### config.mk
export PLATFORM = sky130hd
export DESIGN_NAME = cau_mult
export DESIGN_NICKNAME = d
export VERILOG_FILES = /design/src/sv/cau_pkg.sv /design/src/sv/cau_mult.sv
export SDC_FILE = /design/constraint.sdc
export NUM_CORES = 2
export LEC_CHECK = 0
export BUFFER_PORTS_ARGS = -buffer_cell sky130_fd_sc_hd__buf_2
export CAP_MARGIN = 10
export CORE_UTILIZATION = 40
export CTS_BUF_LIST = sky130_fd_sc_hd__clkbuf_2 sky130_fd_sc_hd__clkbuf_4 sky130_fd_sc_hd__clkbuf_8
export CTS_CLUSTER_SIZE = 16
export DETAILED_ROUTE_END_ITERATION = 6
export PLACE_DENSITY = 0.65
export SLEW_MARGIN = 10
export SYNTH_ARGS = -nofsm -noshare
export SYNTH_HDL_FRONTEND = slang
export SYNTH_SLANG_ARGS = --single-unit
### constraint.sdc
create_clock -name clk -period 8.9 [get_ports clk]
set_clock_uncertainty 0.15 [all_clocks]
set_input_delay 0.89 -clock clk [delete_from_list [all_inputs] [get_ports clk]]
set_output_delay 0.89 -clock clk [all_outputs]
set_load 0.005 [all_outputs]
### src/sv/cau_pkg.sv
// package for the complex arithmetic unit
// holds operation and status codes and default parameter values; no dependencies
`timescale 1ns / 1ps
`default_nettype none

package cau_pkg;

	localparam int DATA_WIDTH_DEF = 32;
	localparam int FRAC_BITS_DEF  = 16;

	typedef enum logic [1:0] {
		OP_ADD = 2'd0,
		OP_SUB = 2'd1,
		OP_MUL = 2'd2,
		OP_DIV = 2'd3
	} op_t;

	typedef enum logic [1:0] {
		ST_OK  = 2'd0,
		ST_DZ  = 2'd1,
		ST_SAT = 2'd2
	} status_t;

endpackage

`default_nettype wire

### src/sv/cau_mult.sv
// two-stage pipelined signed multiplier, split into two partial products
// uses cau_pkg for the default width
`timescale 1ns / 1ps
`default_nettype none

module cau_mult #(
	parameter int DW = cau_pkg::DATA_WIDTH_DEF
) (
	input  wire logic                 clk,
	input  wire logic signed [DW-1:0] a,
	input  wire logic signed [DW-1:0] b,
	output logic signed [2*DW-1:0]    prod
);
	import cau_pkg::*;

	localparam int H   = DW / 2;
	localparam int HW  = DW - H;
	localparam int PW  = 2 * DW;
	localparam int LOW = DW + H + 1;
	localparam int HIW = DW + HW;

	logic        [H-1:0]     b_lo;
	logic signed [HW-1:0]    b_hi;
	logic signed [DW+H:0]    plo_s1;
	logic signed [DW+HW-1:0] phi_s1;
	logic signed [PW-1:0]    prod_s2;

	assign b_lo = b[H-1:0];
	assign b_hi = b[DW-1:H];

	// partial products against the low and high halves of b
	always_ff @(posedge clk) begin
		plo_s1 <= LOW'(a) * LOW'($signed({1'b0, b_lo}));
		phi_s1 <= HIW'(a) * HIW'(b_hi);
	end

	// recombine partial products
	always_ff @(posedge clk) begin
		prod_s2 <= (PW'(phi_s1) <<< H) + PW'(plo_s1);
	end

	assign prod = prod_s2;

endmodule

`default_nettype wire

; ---- Yosys cells after proc, flatten, opt, wreduce, memory -nomap -nowiden
; Index checks and enable logic that the tools add are counted.
; W data, S select, Z words.
[word_totals]
register_bits = 161
latch_bits = 0
rom_bits = 0
mem_bits_rw = 0
mem_count = 0
output_inout_bits = 64
[classes]
addsub = 1
div_mod_pow = 0
n_mux = 0
magnitude_cmp = 0
n_shift = 0
n_eq_ne = 0
n_mul = 2
reduce_logical = 0
n_bitwise = 0
[op_table]
columns = op, n
row1 = $add A64 B49 Y64, 1
row2 = $mul A32 B17 Y49, 1
row3 = $mul A32 B16 Y48, 1

; ---- Longest topological paths before layout
[depth]
word_depth = 1
depth_mapped = 26
depth_no_buf = 24

; ---- Worst setup path after synthesis
; OpenSTA, ideal clock, no wires.
[synth_path]
path_kind = in2reg
from = input b[8]
to = register plo_s1[47]
setup_slack_ns = 1.996
required_time_ns = 8.632
arrival_time_ns = 6.636
path_buffers = 1
setup_ns = 0.118
stages = 24
cell_sequence = clkbuf_1 nand2_1 fa_1 inv_1 fa_1 inv_1 fa_1 inv_1 fa_1 fa_1 inv_1 fa_1 inv_1 ha_1 nand2_1 a211oi_1 o211ai_1 a31oi_2 a31oi_2 o311a_1 o21a_1 o21ai_1 a21oi_1 xnor2_1
[synth_between]
elab_chain_cells = 1
[synth_lines]
columns = item, line_no
row1 = start: declaration, cau_mult.sv:11  ; input wire logic signed [DW-1:0] b,
row2 = $mul A32 B17 Y49, cau_mult.sv:33  ; plo_s1 <= LOW'(a) * LOW'($signed({1'b0, b_lo}));
row3 = end signal: assignment, cau_mult.sv:33
row4 = end: declaration, cau_mult.sv:24  ; logic signed [DW+H:0] plo_s1;
; No other way between the ends.

; ---- Final worst setup path
[layout_path]
from = input a[11]
to = register phi_s1[45]
[layout_between]
elab_chain_cells = 1
[layout_lines]
columns = item, line_no
row1 = start: declaration, cau_mult.sv:10  ; input wire logic signed [DW-1:0] a,
row2 = $mul A32 B16 Y48, cau_mult.sv:34  ; phi_s1 <= HIW'(a) * HIW'(b_hi);
row3 = end signal: assignment, cau_mult.sv:34
row4 = end: declaration, cau_mult.sv:25  ; logic signed [DW+HW-1:0] phi_s1;
; No other way between the ends.

==> flow_metrics.tcl <==
set metrics [dict create \
    critPathBufInv 5 \
    htree_levels 4 \
    grt_overflow 0 \
    slew_headroom_pct 42.1 \
    layout_commonest_cell "inv_1" \
    yosysSeqAreaShare_pct 7.79 \
    critPathSlowestCell "fa_1" \
    grt_max_degree 33 \
    ctsLongestPathBuffers 2 \
    ys_ff_latch 161 \
    crit_path_max_incr_delay_ns 0.54 \
    clock_sinks 161 \
    hold_violations 0 \
    final_cells 5957 \
    fp-row-count 117 \
    cp_max_fo 17 \
    grt_setup_unrepaired "no" \
    avgRoutedWirePerCell_um 17.5 \
    critPathTopFamily "adder cells" \
    initial_core_util_pct 40.5 \
    finalSetupViolCount 0 \
    critPathKind "primary input to flop" \
    layout_common_cells "inv_1 (1141), fa_1 (976), nand2_1 (659), and2_1 (408), ha_1 (278)" \
    synth_top_flop_cell "dfxtp_1" \
    drt-initial-drc-count 1590 \
    synth_top_area_share_pct 47.2 \
    yosysTopAreaCell "fa_1" \
    final_nets 5896 \
    synth.net_count 5928 \
    synth_top_cells_by_area "fa_1 (47%), inv_1 (10%), ha_1 (8.4%), dfxtp_1 (7.8%), and2_1 (6.2%)" \
    wl_um 104000 \
    dieArea_sq_mm 0.105 \
    cts_buffers 17 \
    worst_slew_pin_slew_ns 0.869 \
    place_congestion 0.869 \
    fin_crit_sh_pct 83.1 \
    drv_slew 0 \
    drive_gt1_share_pct 4.51 \
    setup_ws_ns 1.50 \
    ys_types 70 \
    cts.clk_slew.worst_paths_ns 0.12 \
    multi_input_area_sq_mm 0.0331 \
    cts_setup_buffers 0 \
    fin_crit_ns 7.40 \
    synthToLayoutAreaGrowth_pct 5.31 \
    vias 29800 \
    fin_setup_tns_ns 0 \
    place_ws_ns 1.05 \
    die_h_um 324 \
    antenna_found_initial 5 \
    die_w_um 324 \
    fillers 10100 \
    async_flop_share_pct 0 \
    grt_pass1_wl_um 175000 \
    via_per_inst 4.99 \
    place_hpwl_um 84000 \
    regArea_sq_mm 0.00322 \
    dpl.cell_count 5926 \
    syn-cell-area_sq_mm 0.0414 \
    path_cells "buf_2 > buf_4 > nand2_1 > fa_1 > fa_1 > fa_1 > inv_1 > fa_1 > fa_1 > inv_1 > fa_1 > inv_1 > ha_1 > nand2_1 > nor2_1 > nand2_1 > o21ai_1 > a21oi_1 > nand2b_1 > a21oi_1 > a21boi_1 > o41ai_1 > xor2_1" \
    required_ns 9.22 \
    hold_class "flop to flop" \
    grt_pass1_vias 33200 \
    cpMostUsedCell "fa_1" \
    drc 0 \
    cts_resized 0 \
    synthCells 4609 \
    status "completed" \
    start_kind "primary input" \
    synth_area_per_cell_sq_um 8.98 \
    clkLatencyLatePin_ns 0.55 \
    cts_tree "done" \
    worstPathArrival_ns 7.71 \
    io_pins 129 \
    first_pass_iters 5 \
    core-area_sq_mm 0.102 \
    ctsHoldBuffers 0 \
    fmax_ghz 0.135 \
    port_buffers 128 \
    drtAntennaViolNets 0 \
    grt_usage_pct 21.4 \
    synth-edff-count 0 \
    endpoint_kind "flop" \
    cts_root_buf "clkbuf_8" \
    yosys_warnings 0 \
    drv_cap 0 \
]
-- cell usage after synthesis (all sizes together), types with 19 or more instances --
cell type and number:
o21ai 67, nand3 30, nor2 105, ha 278
and2 408, xnor2 104, a21oi 117, clkbuf 208
nand2b 19, dfxtp 161, o21bai 25, nand2 659
xor2 40, fa 976, a21o 64, inv 1142
nor2b 25
-- final cells by class --
type	count	area share [%]
inverter	1142	9.84
clock inverter	9	0.230
antenna	1	0.00574
sequential	161	7.40
clock buffer	21	0.663
tap	1368	3.93
multi-input combinational	3093	75.9
timing repair buffer	162	2.06
-- worst register-to-register path, cell delays in order (launching register included) --
cell      delay (ns)
dfxtp_1         0.35
ha_1            0.24
inv_1           0.07
fa_1            0.42
nor2b_1         0.19
o211ai_1        0.15
a32o_1          0.35
a211oi_1        0.47
a211o_1         0.27
o41ai_1         0.13
o31ai_1         0.52
a31oi_1         0.19
o21bai_1        0.20
xor2_1          0.20
-- worst paths after layout --
| path | from | end | slack [ns] | depth (start not counted) |
|---|---|---|---|---|
| max | a[11] | phi_s1[45] | 1.50 | 23 |
| min | plo_s1[15] | prod[15] | 0.16 | 0 |
| max reg2reg | plo_s1[16] | prod[60] | 4.94 | 13 |
| min reg2reg | plo_s1[15] | prod[15] | 0.16 | 0 |
-- registers in the layout (all words and copies together) (netlist names) --
signal  count
phi_s1     48
plo_s1     49
prod       64
-- layer usage --
layer	track usage [%]	up-vias	wire length, um
met5	0	-	22
met3	2.06	204	4100
met1	25.5	15500	41300
met4	9.69	4	4960
met2	39.0	713	53900
li1	-	13400	-
-- stage by stage --
stage	cell area [sq um]	util, %	hold slack [ns]
after floorplan	41400	-	0.160
after global placement	43200	42.3	0.163
after detailed placement	43200	42.3	0.162
after CTS	43600	42.6	0.162
after global routing	43600	42.6	0.169
final	43600	42.6	0.164
-- cells by family after synthesis --
kind of cell,synth area share [%]
simple gates,15.1
buf+inv,12.3
compound gates,6.12
fa+ha+maj,55.6
flops,7.79
xor+xnor,3.05
Power is not shown: default switching activity piles up to over one toggle a cycle in this logic, so the estimate is an artifact.
